File: src/rtl/core/sonar_wander_velocity_law_top_macros.svh
// assertion macros of the sonar wander velocity law rtl
`ifndef SONAR_WANDER_VELOCITY_LAW_TOP_MACROS_SVH
`define SONAR_WANDER_VELOCITY_LAW_TOP_MACROS_SVH
`ifndef NO_ASSERTIONS
`define SWV_ASSERT(lbl, clk, rst_n, expr) \
    lbl: assert property (@(posedge clk) disable iff (!rst_n) (expr)) \
        else $error("assertion failed");
`define SWV_ASSERT_IMP(lbl, clk, rst_n, ante, cons) \
    lbl: assert property (@(posedge clk) disable iff (!rst_n) (ante) |-> (cons)) \
        else $error("assertion failed");
`else
`define SWV_ASSERT(lbl, clk, rst_n, expr)
`define SWV_ASSERT_IMP(lbl, clk, rst_n, ante, cons)
`endif
`endif

File: src/rtl/core/swv_pkg.sv
// shared types and constants of the sonar wander velocity law
package swv_pkg;
    typedef enum logic [1:0] {
        MODE_STALE   = 2'd0,
        MODE_CRUISE  = 2'd1,
        MODE_CAUTION = 2'd2,
        MODE_DANGER  = 2'd3
    } t_mode;

    localparam logic [1:0] CFG_GAIN   = 2'd0;
    localparam logic [1:0] CFG_SAFE   = 2'd1;
    localparam logic [1:0] CFG_TOL    = 2'd2;
    localparam logic [1:0] CFG_UNUSED = 2'd3;

    localparam logic [15:0] GAIN_RST = 16'd256;
    localparam logic [15:0] SAFE_RST = 16'd256;
    localparam logic [15:0] TOL_RST  = 16'd26;

    localparam logic [15:0] DANGER_VX = 16'hF600;
    localparam logic [15:0] DANGER_WZ = 16'h0A00;

    localparam int Q_W          = 17;
    localparam int FRONT_STAGES = 4;
    localparam int DIV_STAGES   = Q_W + 1;
    localparam int PIPE_STAGES  = FRONT_STAGES + DIV_STAGES + 1;

    localparam int VNUM_W = 49;
    localparam int VDEN_W = 28;
    localparam int WNUM_W = 33;
    localparam int WDEN_W = 20;

    typedef struct packed {
        t_mode mode;
        logic  neg;
        logic  den_zero;
        logic  num_nz;
    } t_vside;

    typedef struct packed {
        logic neg;
        logic den_zero;
        logic num_nz;
    } t_wside;
endpackage

File: src/rtl/core/swv_ctrl.sv
// valid chain and per-stage load enables of the pipeline
module swv_ctrl import swv_pkg::*; (
    input  logic                   i_clk,
    input  logic                   i_rst_n,
    input  logic                   i_valid,
    input  logic                   i_ready,
    output logic [PIPE_STAGES-1:0] o_en,
    output logic                   o_valid
);
    logic [PIPE_STAGES-1:0] r_valid;
    logic [PIPE_STAGES-1:0] n_valid;

    // a stage loads when the output is ready or when it or any stage after it holds a bubble
    always_comb begin
        for (int k = 0; k < PIPE_STAGES; k++) begin
            o_en[k] = i_ready | ~(&(r_valid | ~({PIPE_STAGES{1'b1}} << k)));
        end
        n_valid = r_valid;
        for (int k = 0; k < PIPE_STAGES; k++) begin
            if (o_en[k]) begin
                n_valid[k] = (k == 0) ? i_valid : r_valid[(k == 0) ? 0 : k - 1];
            end
        end
    end

    always_ff @(posedge i_clk) begin
        if (!i_rst_n) begin
            r_valid <= '0;
        end else begin
            r_valid <= n_valid;
        end
    end

    assign o_valid = r_valid[PIPE_STAGES-1];
endmodule

File: config.mk
export PLATFORM = sky130hd
export DESIGN_NAME = swv_ctrl
export DESIGN_NICKNAME = d
export VERILOG_FILES = /design/src/rtl/core/sonar_wander_velocity_law_top_macros.svh /design/src/rtl/core/swv_pkg.sv /design/src/rtl/core/swv_ctrl.sv
export SDC_FILE = /design/constraint.sdc
export NUM_CORES = 1
export LEC_CHECK = 0
export ABC_AREA = 0
export BUFFER_PORTS_ARGS = -buffer_cell sky130_fd_sc_hd__clkbuf_2
export CAP_MARGIN = 20
export CORE_MARGIN = 2
export CORE_UTILIZATION = 29
export CTS_CLUSTER_SIZE = 14
export DETAILED_ROUTE_END_ITERATION = 8
export GPL_ROUTABILITY_DRIVEN = 0
export PLACE_DENSITY_LB_ADDON = 0.08
export SLEW_MARGIN = 20
export SYNTH_ARGS = -nofsm -noshare
export SYNTH_HDL_FRONTEND = slang
export SYNTH_SLANG_ARGS = --single-unit
File: constraint.sdc
create_clock -name i_clk -period 2.3 [get_ports i_clk]
set_input_delay 0 -clock i_clk [delete_from_list [all_inputs] [get_ports i_clk]]
set_output_delay 0 -clock i_clk [all_outputs]
set_load 0.01 [all_outputs]
==> results.md <==
* Die area at 0.00407 mm²
* Max clock buf depth at 2
* Most common cell after layout, fill and taps aside: clkbuf_2
* Dpl cells at 193
* Unique cell type count in the Yosys netlist at 25
* CP max FO at 7
* Post-synthesis sequential area ratio at 44.4%
* Flop pwr share at 66.2%
* Crit Path Class: register to primary output
* Syn Nets at 130
* P_sw at 0.135 mW
* Comb power frac at 2.8%
* Status: finished clean
* Final number of setup-violating endpoints at 0
* Int Pwr at 0.474 mW
* CTS clk-pin slew, worst paths at 0.13 ns
* Post-layout nets at 157
* Hold Path Class: primary input to register
* CTS Root Buffer Type: clkbuf_4
* Pwr Density at 493 mW/mm²
* Fin cells at 198
* Core area at 0.00339 mm²
* Die Y at 63.8 µm
* N_diodes at 0
* Synth area leaders: dfxtp_1 44%, nand2_1 8.0%, nand4_1 6.0%
* Largest net degree at the start of global routing at 26
* MaxCap Viol Count at 0
* Setup TNS at 0 ns
* Post-synth top area share at 44.4%
* Slew Viols, Final at 0
* Period Utilization, post-route at 80.6%
* # port buffers at 27
* Initial Utilization at 30.6%
* Vias at 984
* Hold_buf cts at 1
* Initial antenna violation count at 0
* Startpoint Class: register
* Post-synthesis register bit count at 23
* Placement Setup Slack at 0.701 ns
* RSZ-0062 raised after global routing: no
* CTS sink count at 23
* Vias in the first global route at 896
* Global route overflow at 0
* Cts repair resizes at 0
* # IOs at 28
* Routed WL at 2460 µm
* Final worst setup slack at 0.446 ns
* Synthesis Warnings at 0
* Required @ worst endpoint at 2.30 ns
* Fin. Hold Viols at 0
* Dpl hpwl at 1770 µm
* Total CTS buffers at 3
* CTS tree: done
* Top Registers: r_valid: 23 flops
* VDD IR-drop max at 0.178 mV
* Worst Skew at 0.00238 ns
* Max reg flops at 23
* Cell area after synthesis at 0.00104 mm²
* WL per Instance at 12.4 µm
* Gate Count Post-Synth at 126
* Tot Pwr at 0.610 mW
* Worst-Margin Slew at 0.524 ns
* Post-CTS setup buffers at 0
* Drt initial violations at 33
* First-pass GRT wire length at 4170 µm
* Final ANT Viol Nets at 0
* Synth area leader: dfxtp_1
* GRT Util Overall at 12.8%
* Die X at 63.8 µm
* Clock Latency Late Sink at 0.31 ns
* Syn_area_per_cell at 8.22 µm²
* R2r setup slk at 0.68 ns
* Largest Register: r_valid
* Share of cells above drive strength 1 at 24.3%
* CP endpoint kind: primary output
* Switching Share at 22.2%
* Crit path time final at 1.85 ns
* Avg Vias per Cell at 4.97
* Iteration count of the initial detailed-routing pass at 4
* Leak at 0.435 nW
* Residual DRC count at 0
* Htree depth at 1
* CP Data Arrival Time at 1.85 ns
* Rel. slew slack at 64.7%
* Hold_ws at 0.0191 ns
* Achievable Freq at 0.539 GHz
* Floorplan row count at 21
* Clock network fraction of total power at 31.1%
* Commonest non-fill, non-tap cells in the layout: 27 x clkbuf_2, 23 x dfxtp_1, 22 x nand2_1
* Synth-to-layout area growth at 19.4%
==> power by group through the flow <==
stage	logic [mW]	registers, mW	clock network, mW
after floorplan	0.0111	0.412	0
after global placement	0.0155	0.412	0
after detailed placement	0.0155	0.412	0
after CTS	0.0170	0.404	0.194
after global routing	0.0189	0.405	0.221
final	0.0169	0.404	0.189
==> layout make-up <==
class | instances | area, µm²
clock buffers | 4 | 26.3
well taps | 46 | 57.6
multi-input cells | 85 | 497
repair buffers | 29 | 153
fillers | 378 | 2150
inverters | 11 | 43.8
flip-flops and latches | 23 | 460
==> worst paths after layout <==
path,start,end,depth (start not counted)
setup / recovery,r_valid[21]$_SDFFE_PN0P_,o_en[7],5
hold / removal,i_ready,r_valid[22]$_SDFFE_PN0P_,4
setup reg to reg,r_valid[21]$_SDFFE_PN0P_,r_valid[0]$_SDFFE_PN0P_,5
hold reg to reg,r_valid[17]$_SDFFE_PN0P_,r_valid[18]$_SDFFE_PN0P_,2
==> metal layers <==
metal | wire length (µm) | GRT usage [%] | vias to the layer above | share of wire, %
met5 | 0 | 0 | - | 0
met4 | 18 | 4.08 | 0 | 0.73
met3 | 88 | 2.11 | 2 | 3.6
met2 | 1140 | 21.3 | 24 | 46
met1 | 1220 | 16.9 | 455 | 49
li1 | - | - | 503 | -
==> metrics by stage <==
stage / cell area [µm²] / util, %
floorplan: 1040 / -
global placement: 1200 / 35.4
detailed placement: 1200 / 35.4
CTS: 1240 / 36.5
global route: 1240 / 36.5
finish: 1240 / 36.5
==> cells by family (layout without fill, tap and decap cells) <==
family / count (synthesis) / in the layout / synth area share (%)
simple gates: 64 / 64 / 32.4
buf+inv: 18 / 44 / 7.61
flops: 23 / 23 / 44.4
compound gates: 21 / 21 / 15.6
==> cells in the mapped netlist (all sizes together) <==
cell	count
o21a	6
o31ai	3
nor4	1
nand3	12
o21ai	4
o41ai	5
nor4b	1
nor2	8
nor2b	1
nand4	10
and4b	1
buf	2
nor3	3
inv	11
and4	3
and3	2
nand2	22
a21oi	3
dfxtp	23
clkbuf	5
==> worst max-delay path, stage by stage, from the launching register on <==
cell	delay, ns
dfxtp_1	0.39
and4b_4	0.30
inv_4	0.07
nor4_1	0.50
nand3_1	0.14
clkbuf_2	0.15
No activity file was read; power rests on OpenSTA's default activity.
