<file path="src/rtl/core/sonar_wander_velocity_law_top_macros.svh">
// assertion macros of the sonar wander velocity law rtl
`ifndef SONAR_WANDER_VELOCITY_LAW_TOP_MACROS_SVH
`define SONAR_WANDER_VELOCITY_LAW_TOP_MACROS_SVH
`ifndef NO_ASSERTIONS
`define SWV_ASSERT(lbl, clk, rst_n, expr) \
    lbl: assert property (@(posedge clk) disable iff (!rst_n) (expr)) \
        else $error("assertion failed");
`define SWV_ASSERT_IMP(lbl, clk, rst_n, ante, cons) \
    lbl: assert property (@(posedge clk) disable iff (!rst_n) (ante) |-> (cons)) \
        else $error("assertion failed");
`else
`define SWV_ASSERT(lbl, clk, rst_n, expr)
`define SWV_ASSERT_IMP(lbl, clk, rst_n, ante, cons)
`endif
`endif

</file>
<file path="src/rtl/core/swv_div.sv">
// pipelined restoring divider, one quotient bit per stage, with overflow detect
module swv_div #(
    parameter int NUM_W = 49,
    parameter int DEN_W = 28,
    parameter int QW    = 17,
    parameter int SB_W  = 1
) (
    input  logic             i_clk,
    input  logic [QW:0]      i_en,
    input  logic [NUM_W-1:0] i_num,
    input  logic [DEN_W-1:0] i_den,
    input  logic [SB_W-1:0]  i_side,
    output logic [QW-1:0]    o_q,
    output logic             o_ovf,
    output logic [SB_W-1:0]  o_side
);
    localparam int RW = (NUM_W > DEN_W + QW) ? NUM_W : DEN_W + QW;

    logic [RW-1:0]    r_rem  [0:QW];
    logic [DEN_W-1:0] r_den  [0:QW];
    logic [QW-1:0]    r_q    [0:QW];
    logic             r_ovf  [0:QW];
    logic [SB_W-1:0]  r_side [0:QW];

    always_ff @(posedge i_clk) begin
        if (i_en[0]) begin
            r_rem[0]  <= RW'(i_num);
            r_den[0]  <= i_den;
            r_q[0]    <= '0;
            r_ovf[0]  <= RW'(i_num) >= (RW'(i_den) << QW);
            r_side[0] <= i_side;
        end
    end

    for (genvar k = 1; k <= QW; k++) begin : g_step
        logic [RW-1:0] trial;
        logic          take;
        assign trial = RW'(r_den[k-1]) << (QW - k);
        assign take  = r_rem[k-1] >= trial;
        always_ff @(posedge i_clk) begin
            if (i_en[k]) begin
                r_rem[k]  <= take ? r_rem[k-1] - trial : r_rem[k-1];
                r_den[k]  <= r_den[k-1];
                r_q[k]    <= r_q[k-1] | (take ? (QW'(1) << (QW - k)) : '0);
                r_ovf[k]  <= r_ovf[k-1];
                r_side[k] <= r_side[k-1];
            end
        end
    end

    assign o_q    = r_q[QW];
    assign o_ovf  = r_ovf[QW];
    assign o_side = r_side[QW];
endmodule

</file>
<file path="config.mk">
export PLATFORM = sky130hd
export DESIGN_NAME = swv_div
export DESIGN_NICKNAME = d
export VERILOG_FILES = /design/src/rtl/core/sonar_wander_velocity_law_top_macros.svh /design/src/rtl/core/swv_div.sv
export SDC_FILE = /design/constraint.sdc
export NUM_CORES = 2
export LEC_CHECK = 0
export BUFFER_PORTS_ARGS = -buffer_cell sky130_fd_sc_hd__buf_4
export CAP_MARGIN = 20
export CORE_MARGIN = 4
export CORE_UTILIZATION = 50
export CTS_CLUSTER_DIAMETER = 60
export DETAILED_ROUTE_END_ITERATION = 10
export GPL_TIMING_DRIVEN = 1
export PLACE_DENSITY = 0.66
export SLEW_MARGIN = 5
export SYNTH_ARGS = -nofsm -noshare
export SYNTH_HDL_FRONTEND = slang
export SYNTH_SLANG_ARGS = --single-unit
</file>
<file path="constraint.sdc">
create_clock -name i_clk -period 7.89 [get_ports i_clk]
set_clock_uncertainty 0.15 [all_clocks]
set_input_delay 1.1835 -clock i_clk [delete_from_list [all_inputs] [get_ports i_clk]]
set_output_delay 1.1835 -clock i_clk [all_outputs]
set_load 0.005 [all_outputs]
</file>
==> impl_results.md <==
- Post-Syn Nets: ~7.7k
- Post-route clock period utilization: between 60% and 70%
- First-pass GRT wire length: around 300000 um
- # port buffers: around 120
- Most instantiated library cell after synthesis: edfxtp_1
- Synth unique cells: 86
- Worst r2r src: r_rem[15][35]$_DFFE_PP_
- Synth area leaders: edfxtp_1 56%, ha_1 7.9%, a21oi_1 3.6%
- Detailed-route via count: around 53k
- Fin util: a little under three fifths
- Critical path peak fanout: 25
- TritonCTS Buffers: 166
- RR Endpoint: r_rem[16][37]$_DFFE_PP_
- Top-area cell type share of the netlist area: between 50% and 60%
- Clock transition at path regs: 0.06 ns
- Die area: 167000 um2
- CTS root buf: clkbuf_16
- Hold Crit Start: r_q[15][14]$_DFFE_PP_
- Normalized max-slew margin: 16.7%
- Nets: 7859
- Routed length on met1: 73200 um
- Largest net degree at the start of global routing: 72
- Chip width: approximately 410 um
- Sequential share of the synthesized area: 56.0%
- Period minus WS final: between 4 and 5 ns
- Core Box Area: 159000 um2
- Top post-synthesis cells by count: 1498 x edfxtp_1, 642 x inv_1, 584 x a21oi_1
- Drt via density: roughly 5.7
- Initial Util: between 50% and 60%
- Status: finished clean
- PostCTS Resize Cnt: 0
- Placed Area: between 80000 and 90000 um2
- Post-Place Cells: slightly above 9k
- Worst setup SP type: flip-flop
- Final ANT Viol Nets: 0
- Fraction of registers with async set/reset: 0%
- Pins Over Slew Limit: 0
- Postcts setup bufs: 0
- R2r setup slk: 2.99 ns
- # hold bufs at CTS: 0
- Worst-skew pair later-pin latency: roughly 0.8 ns
- Top Layer Used: met4
- Finish-stage setup viols: 0
- Synth-to-Final Area Change: 10.7%
- Hold Path Sink: r_q[16][14]$_DFFE_PP_
- PD cells: 348 nW/um2
- Row cnt: around 150
- Crit Path Category: flip-flop to flip-flop
- DRC: 0
- Starting DRT DRC Count: between 3k and 4k
- Fin. Hold Viols: 0
- Synth Area per Inst: between 10 and 15 um2
- I/O pin count: around 120
- Detailed route wirelength on metal2: ~100000 um
- CTS tree: done
- Initial antenna violation count: 1
- Syn Inst Count: ~7.1k
- Peak VDD IR: ~240 uV
- Number of synthesized flops with an enable pin: approximately 1.5k
- Synth Flop Type: edfxtp_1
- GRT overflow: 0
- Post-DP HPWL: 148000 um
- Yosys warns: 0
- Drt wl/cell: about 20 um
- WP data required: a little over 8 ns
- Tightest Pin Transition: between 1 and 1.5 ns
- Post-layout total power: 31.0 mW
- Sinks on the clock net: about 1.5k
- Synth area leader: edfxtp_1
- Cell Area, Synth: around 80000 um2
- Gr usage total: between 20 and 25%
- Ratio of cells with drive above 1 in the final layout: between 7 and 8%
- F_max: 204 MHz
- Arrival time at the worst endpoint: 5.29 ns
- Crit. End Element: flip-flop
- P_leak: approximately 35 nW
- Setup TNS: 0 ns
- Routed wire length: 188000 um
- Fin area: 88900 um2
- Vias in the first global route: between 50k and 60k
- Die height: roughly 400 um
- Drt pass-1 iters: 6
- Worst Hold Class: flip-flop to flip-flop
- Unrepaired setup endpoints after global routing: false
- FF-to-FF path depth: 13
- Metal3 WL: around 6300 um
- Non-Filler Instances: about 9.4k
- Placer congestion estimate: ~0.97
- Clock Tree Buf Depth: 3
- Worst hold path depth: 0
- Synth Register Bits: about 1.5k
- Max Cap Viol: 0
- CTS H-tree lvls: 4
logic make-up after synthesis:
logic type	count (synthesis)	share of synthesized area, %
flip-flops	1498	56.0
buffers and inverters	797	3.75
adder cells (fa/ha/maj)	520	8.25
AO/OA/AOI/OAI	1718	13.1
XOR/XNOR	573	6.25
AND/OR/NAND/NOR	1887	11.6
multiplexers	72	1.00
worst max path at each step:
stage | endpoint | from | depth (start not counted) | slack, ns
floorplan | r_rem[16][14]$_DFFE_PP_ | r_rem[15][35]$_DFFE_PP_ | 12 | 4.10
finish | r_rem[16][37]$_DFFE_PP_ | r_rem[15][35]$_DFFE_PP_ | 13 | 2.99
CTS | r_rem[16][38]$_DFFE_PP_ | r_rem[15][35]$_DFFE_PP_ | 13 | 3.02
global route | r_rem[7][31]$_DFFE_PP_ | r_rem[6][20]$_DFFE_PP_ | 10 | 2.67
global placement | r_rem[16][38]$_DFFE_PP_ | r_rem[15][35]$_DFFE_PP_ | 13 | 3.05
detailed placement | r_rem[16][38]$_DFFE_PP_ | r_rem[15][35]$_DFFE_PP_ | 13 | 3.04
flip-flops by register name, summed over array words and instances (netlist names):
signal  cells
r_den     476
r_ovf      18
r_q       153
r_rem     833
r_side     18
metal layers:
metal  vias to the layer above  global-route usage, %
met5                         -                      0
met4                         0                   9.31
met3                       398                   2.83
met2                      1140                   42.5
met1                     25595                   25.0
li1                      26302                      -
power breakdown:
group,internal (mW),switching (mW)
registers,11.1,1.10
clock network,4.24,3.19
logic,4.80,6.52
critical path, cell delays in order, from the launching register on:
cell	delay (ns)
edfxtp_1	0.52
or4_4	0.60
or3_4	0.36
or4_4	0.44
or3_1	0.35
or3_1	0.39
and4bb_1	0.34
nand2_1	0.10
nor2_4	0.38
inv_2	0.27
buf_4	0.30
nand3_2	0.18
nor3_1	0.08
xor2_1	0.15
area by class of cell:
type,count,area [um2]
diodes,1,2.50
fillers,13366,70100
flip-flops and latches,1498,45000
well taps,2072,2590
inverters,646,2420
clock buffers,197,4270
clock inverters,99,1010
repair buffers,160,1220
multi-input cells,4770,32400
cell usage in the layout (no fill, tap or decap), drive strengths merged, types with 117 or more instances in the layout:
master / netlist / layout
ha: 504 / 504
clkbuf: 139 / 197
nor3: 129 / 129
buf: 12 / 159
inv: 644 / 655
nand3: 117 / 117
nand2: 513 / 513
edfxtp: 1498 / 1498
xor2: 254 / 254
nor2: 499 / 499
a21o: 255 / 255
a21oi: 584 / 584
xnor2: 319 / 319
o21ai: 421 / 421
metrics by stage:
stage	hold WS, ns	worst slack (ns)
after CTS	0.265	3.02
after global routing	0.270	2.67
final	0.263	2.99
after global placement	0.251	3.05
after detailed placement	0.255	3.04
after floorplan	0.250	4.10
(Power assumes the default switching activity.)
