--- config.mk ---
export PLATFORM = sky130hd
export DESIGN_NAME = swv_front
export DESIGN_NICKNAME = d
export VERILOG_FILES = /design/src/rtl/core/sonar_wander_velocity_law_top_macros.svh /design/src/rtl/core/swv_pkg.sv /design/src/rtl/core/swv_front.sv
export SDC_FILE = /design/constraint.sdc
export NUM_CORES = 2
export LEC_CHECK = 0
export ABC_AREA = 1
export BUFFER_PORTS_ARGS = -buffer_cell sky130_fd_sc_hd__clkbuf_2
export CAP_MARGIN = 20
export CORE_ASPECT_RATIO = 0.75
export CORE_MARGIN = 2
export CORE_UTILIZATION = 65
export CTS_CLUSTER_DIAMETER = 30
export DETAILED_ROUTE_END_ITERATION = 7
export PLACE_DENSITY = 0.9
export SYNTH_ARGS = -nofsm -noshare
export SYNTH_HDL_FRONTEND = slang
export SYNTH_SLANG_ARGS = --single-unit
--- constraint.sdc ---
create_clock -name i_clk -period 8.9 [get_ports i_clk]
set_input_delay 0.445 -clock i_clk [delete_from_list [all_inputs] [get_ports i_clk]]
set_output_delay 0.445 -clock i_clk [all_outputs]
set_load 0.1 [all_outputs]
--- src/rtl/core/sonar_wander_velocity_law_top_macros.svh ---
// assertion macros of the sonar wander velocity law rtl
`ifndef SONAR_WANDER_VELOCITY_LAW_TOP_MACROS_SVH
`define SONAR_WANDER_VELOCITY_LAW_TOP_MACROS_SVH
`ifndef NO_ASSERTIONS
`define SWV_ASSERT(lbl, clk, rst_n, expr) \
    lbl: assert property (@(posedge clk) disable iff (!rst_n) (expr)) \
        else $error("assertion failed");
`define SWV_ASSERT_IMP(lbl, clk, rst_n, ante, cons) \
    lbl: assert property (@(posedge clk) disable iff (!rst_n) (ante) |-> (cons)) \
        else $error("assertion failed");
`else
`define SWV_ASSERT(lbl, clk, rst_n, expr)
`define SWV_ASSERT_IMP(lbl, clk, rst_n, ante, cons)
`endif
`endif

--- src/rtl/core/swv_pkg.sv ---
// shared types and constants of the sonar wander velocity law
package swv_pkg;
    typedef enum logic [1:0] {
        MODE_STALE   = 2'd0,
        MODE_CRUISE  = 2'd1,
        MODE_CAUTION = 2'd2,
        MODE_DANGER  = 2'd3
    } t_mode;

    localparam logic [1:0] CFG_GAIN   = 2'd0;
    localparam logic [1:0] CFG_SAFE   = 2'd1;
    localparam logic [1:0] CFG_TOL    = 2'd2;
    localparam logic [1:0] CFG_UNUSED = 2'd3;

    localparam logic [15:0] GAIN_RST = 16'd256;
    localparam logic [15:0] SAFE_RST = 16'd256;
    localparam logic [15:0] TOL_RST  = 16'd26;

    localparam logic [15:0] DANGER_VX = 16'hF600;
    localparam logic [15:0] DANGER_WZ = 16'h0A00;

    localparam int Q_W          = 17;
    localparam int FRONT_STAGES = 4;
    localparam int DIV_STAGES   = Q_W + 1;
    localparam int PIPE_STAGES  = FRONT_STAGES + DIV_STAGES + 1;

    localparam int VNUM_W = 49;
    localparam int VDEN_W = 28;
    localparam int WNUM_W = 33;
    localparam int WDEN_W = 20;

    typedef struct packed {
        t_mode mode;
        logic  neg;
        logic  den_zero;
        logic  num_nz;
    } t_vside;

    typedef struct packed {
        logic neg;
        logic den_zero;
        logic num_nz;
    } t_wside;
endpackage

--- src/rtl/core/swv_front.sv ---
// front stages: minima, mode decision, products, divisors and rounding offsets
module swv_front import swv_pkg::*; (
    input  logic                    i_clk,
    input  logic [FRONT_STAGES-1:0] i_en,
    input  logic [15:0]             i_gain,
    input  logic [15:0]             i_safe,
    input  logic [15:0]             i_tol,
    input  logic                    i_fresh,
    input  logic [15:0]             i_d0,
    input  logic [15:0]             i_d1,
    input  logic [15:0]             i_d2,
    input  logic [15:0]             i_d3,
    input  logic [15:0]             i_d4,
    input  logic [15:0]             i_d5,
    output logic [VNUM_W-1:0]       o_vnum,
    output logic [VDEN_W-1:0]       o_vden,
    output t_vside                  o_vside,
    output logic [WNUM_W-1:0]       o_wnum,
    output logic [WDEN_W-1:0]       o_wden,
    output t_wside                  o_wside
);
    // stage a
    logic [15:0]        lmin, rmin, big, fmin;
    logic signed [16:0] diff;
    logic [16:0]        absdiff;
    logic               safe;
    t_mode              mode;
    t_mode              r_a_mode;
    logic [15:0]        r_a_big, r_a_small;
    logic signed [16:0] r_a_diff;
    // stage b
    t_mode              r_b_mode;
    logic [15:0]        r_b_big, r_b_small;
    logic [31:0]        r_b_m2;
    logic signed [33:0] r_b_gd;
    // stage c
    t_mode              r_c_mode;
    logic signed [50:0] r_c_vnum;
    logic signed [33:0] r_c_gd;
    logic [VDEN_W-1:0]  r_c_vden;
    logic [WDEN_W-1:0]  r_c_wden;
    logic [VDEN_W-1:0]  vden;
    logic [WDEN_W-1:0]  wden;
    // stage d
    logic signed [50:0] vabs;
    logic signed [33:0] wabs;

    always_comb begin
        lmin = (i_d0 < i_d1) ? i_d0 : i_d1;
        lmin = (lmin < i_d2) ? lmin : i_d2;
        rmin = (i_d3 < i_d4) ? i_d3 : i_d4;
        rmin = (rmin < i_d5) ? rmin : i_d5;
        big  = (i_d2 > i_d3) ? i_d2 : i_d3;
        fmin = (i_d2 < i_d3) ? i_d2 : i_d3;
        diff = $signed({1'b0, lmin}) - $signed({1'b0, rmin});
        absdiff = diff[16] ? 17'(-diff) : 17'(diff);
        safe = (i_d0 > i_safe) && (i_d1 > i_safe) && (i_d2 > i_safe)
            && (i_d3 > i_safe) && (i_d4 > i_safe) && (i_d5 > i_safe);
        priority if (!i_fresh) begin
            mode = MODE_STALE;
        end else if (safe) begin
            mode = MODE_CRUISE;
        end else if (absdiff >= {1'b0, i_tol}) begin
            mode = MODE_CAUTION;
        end else begin
            mode = MODE_DANGER;
        end
    end

    always_ff @(posedge i_clk) begin
        if (i_en[0]) begin
            r_a_mode  <= mode;
            r_a_big   <= big;
            r_a_small <= fmin;
            r_a_diff  <= diff;
        end
    end

    always_ff @(posedge i_clk) begin
        if (i_en[1]) begin
            r_b_mode  <= r_a_mode;
            r_b_big   <= r_a_big;
            r_b_small <= r_a_small;
            r_b_m2    <= r_a_big * r_a_big;
            r_b_gd    <= 34'($signed({1'b0, i_gain}) * r_a_diff);
        end
    end

    // cruise divides by 1024*M and 10*M, caution by 2560*M and 2*m
    always_comb begin
        if (r_b_mode == MODE_CRUISE) begin
            vden = VDEN_W'(r_b_big) << 10;
            wden = (WDEN_W'(r_b_big) << 3) + (WDEN_W'(r_b_big) << 1);
        end else begin
            vden = (VDEN_W'(r_b_big) << 11) + (VDEN_W'(r_b_big) << 9);
            wden = WDEN_W'(r_b_small) << 1;
        end
    end

    always_ff @(posedge i_clk) begin
        if (i_en[2]) begin
            r_c_mode <= r_b_mode;
            r_c_vnum <= $signed({1'b0, i_gain})
                * ($signed({2'b00, r_b_m2}) - 34'sd65536);
            r_c_gd   <= r_b_gd;
            r_c_vden <= vden;
            r_c_wden <= wden;
        end
    end

    assign vabs = r_c_vnum[50] ? -r_c_vnum : r_c_vnum;
    assign wabs = r_c_gd[33] ? -r_c_gd : r_c_gd;

    // magnitude plus half the divisor gives round half away from zero
    always_ff @(posedge i_clk) begin
        if (i_en[3]) begin
            o_vnum <= {1'b0, vabs[VNUM_W-2:0]} + VNUM_W'(r_c_vden >> 1);
            o_vden <= r_c_vden;
            o_vside.mode     <= r_c_mode;
            o_vside.neg      <= r_c_vnum[50];
            o_vside.den_zero <= (r_c_vden == '0);
            o_vside.num_nz   <= (r_c_vnum != '0);
            o_wnum <= {1'b0, wabs[WNUM_W-2:0]} + WNUM_W'(r_c_wden >> 1);
            o_wden <= r_c_wden;
            o_wside.neg      <= r_c_gd[33];
            o_wside.den_zero <= (r_c_wden == '0);
            o_wside.num_nz   <= (r_c_gd != '0);
        end
    end
endmodule

==> out/summary.txt <==
post-route setup TNS: 0 ps
async set-reset flop share out of synthesis: 0%
worst clock skew: 50.35 ps
aggregate global routing overflow: 0
slew margin rel.: 17.17%
post-synthesis area per instance: 8.398 um2
WS Path Type: register to register
endpoint type of the worst setup path: register
Num CTS Buffers: 74
total wire length: 173,700 um
initial antenna violation count: 25
Warnings, synthesis: 0
DRC Markers: 4
share of layout cells above drive strength 1: 7.179%
max_cap viols: 0
Synth area leaders: fa_1 29%, edfxtp_1 20%, ha_1 13%, inv_1 11%, nand2_1 9.8%
row count: 97
Seq cells post-synth: 401
clk buf depth: 3
CTS Hold Bufs: 0
H-tree Lvls: 3
DIE WIDTH: 356.8 um
CP max-delay cell: fa_1
Yosys top cell area share: 28.71%
CTS tree: yes
R2R Setup Slk: 500 ps
Initial DRC Count: 5,465
sinks on the clock net: 401
via-per-instance ratio: 5.747
cell with the most instances after synthesis: inv_1
hold path depth: 3
GP Congestion: 1.016
Yosys top cell by area: fa_1
Pre-Repair DR Iteration Count: 8
via count: 50,090
all-layer global routing usage: 37.15%
I/O Buffers: 277
Final Max Tran Viols: 0
Worst Max-Slew Pin Slew: 1229 ps
number of global-route vias before repair: 52,030
first-pass GRT wire length: 276,300 um
Fin Hold WS: 221.7 ps
Max Fclk: 119.0 MHz
reg2reg path depth: 30
Routed Antenna Nets: 0
CP Launch Type: register
top_reg_cell synth: edfxtp_1
RSZ-0062 raised after global routing: false
synth cell count leaders: 1,768 x inv_1, 1,590 x nand2_1, 870 x fa_1, 609 x ha_1, 422 x nor2_1
Post-synth EDFFs: 401
failing checks: design-rule violations
Syn-to-layout area delta: 8.374%
setup bufs post-CTS: 0
Wirelength per Cell: 19.93 um
Final period util: 94.43%
worst-path fanout max: 14
clock root cell: clkbuf_16
largest net degree at the start of global routing: 77
CP peak stage delay: 880 ps
final setup fails: 0
# IOs: 288
nets@finish: 9,036
DP HPWL: 140,400 um
Final min period: 8405 ps
sequential fraction of the synthesis area: 19.85%
die height: 268.6 um
clock slew at reported path FFs: 50 ps
CP arrival: 8780 ps
Core Area: 0.09297 mm2
Die Area: 0.09583 mm2
Netlist Area Pre-Place: 0.06067 mm2
Initial Utilization: 65.26%
Netlist cell types: 63
Cells after Synth: 7,225
final hold vios: 0
Post-CTS Resized: 0
Clk Latency, worst-skew pair: 670 ps
Tightest Hold Check Type: primary input to register
critical path required time: 9280 ps
status: finished with violations
## metal layers
metal / part of all wire (%) / GRT usage (%) / up-vias
met5: 0.073 / 0 / -
li1: - / - / 22420
met4: 4.2 / 14.97 / 20
met3: 14 / 11.34 / 617
met1: 38 / 49.81 / 23870
met2: 44 / 56.74 / 3168
## state kept, by name (all words and copies together), names as in the netlist
signal and count:
r_c_vnum 50, o_vnum 49, r_b_gd 34, r_c_gd 34, o_wnum 33, r_b_m2 30
o_vden 19, o_wden 19, r_c_vden 19, r_c_wden 19, r_a_diff 17, r_a_big 16
r_a_small 16, r_b_big 16, r_b_small 16, o_vside 5, o_wside 3, r_a_mode 2
r_b_mode 2, r_c_mode 2
## cells by family (layout without fill, tap and decap cells)
family / after synthesis / after routing / synth area share [%]
adder cells (fa/ha/maj): 1479 / 1479 / 41.26
buffers and inverters: 2016 / 2243 / 12.58
other: 2 / 29 / 0.01238
AO/OA/AOI/OAI: 659 / 659 / 6.079
XOR/XNOR: 277 / 277 / 4.054
AND/OR/NAND/NOR: 2391 / 2391 / 16.17
flip-flops: 401 / 401 / 19.85
## cell usage in the layout (no fill, tap or decap), types with 13 or more instances in the layout
master        n
inv_1      1768
nand2_1    1590
fa_1        870
ha_1        609
nor2_1      421
edfxtp_1    401
a21oi_1     291
clkbuf_2    274
o21ai_0     201
xor2_1      190
nand3_1     163
xnor2_1      84
clkbuf_16    74
nand4_1      52
buf_4        48
nor3_1       45
a31oi_1      44
nor4_1       32
inv_6        20
or2_2        19
a21o_1       19
clkinv_1     16
conb_1       16
o21a_1       15
nand2_2      15
nor2_2       14
diode_2      13
## layout make-up
cell class / count / area, um2
Multi-Input combinational cell: 4822 / 41060
Fill cell: 6740 / 27210
Sequential cell: 401 / 12040
Inverter: 1786 / 6704
Clock buffer: 76 / 1859
Timing Repair Buffer: 322 / 1732
Tap cell: 1237 / 1548
Clock inverter: 59 / 782.0
Antenna cell: 13 / 32.53
## worst max-delay path, delay by kind of cell (launching register included)
| family | cells | cell delay (ps) |
|---|---|---|
| AND/OR/NAND/NOR | 13 | 2180 |
| buffers and inverters | 7 | 1040 |
| XOR/XNOR | 1 | 90 |
| adder cells (fa/ha/maj) | 8 | 4230 |
| AO/OA/AOI/OAI | 1 | 100 |
| flip-flops | 1 | 470 |
## stage by stage
step / worst slack, ps / instance area, um2 / std cells / utilization [%]
after global placement: 797.1 / 63080 / 8568 / 67.85
after floorplan: 1413 / 60730 / 7239 / -
after detailed placement: 662.4 / 63080 / 8568 / 67.85
after global routing: 17.99 / 65750 / 8715 / 70.73
after CTS: 619.5 / 65720 / 8703 / 70.70
final: 495.5 / 65760 / 8716 / 70.73
## worst paths after layout
path / startpoint / end
setup / recovery: r_b_m2[16] / r_c_vnum[49]
hold / removal: i_fresh / r_a_mode[1]
setup reg to reg: r_b_m2[16] / r_c_vnum[49]
hold reg to reg: r_b_gd[2] / r_c_gd[2]
Power is not shown: default switching activity piles up to over one toggle a cycle in this logic, so the estimate is an artifact.
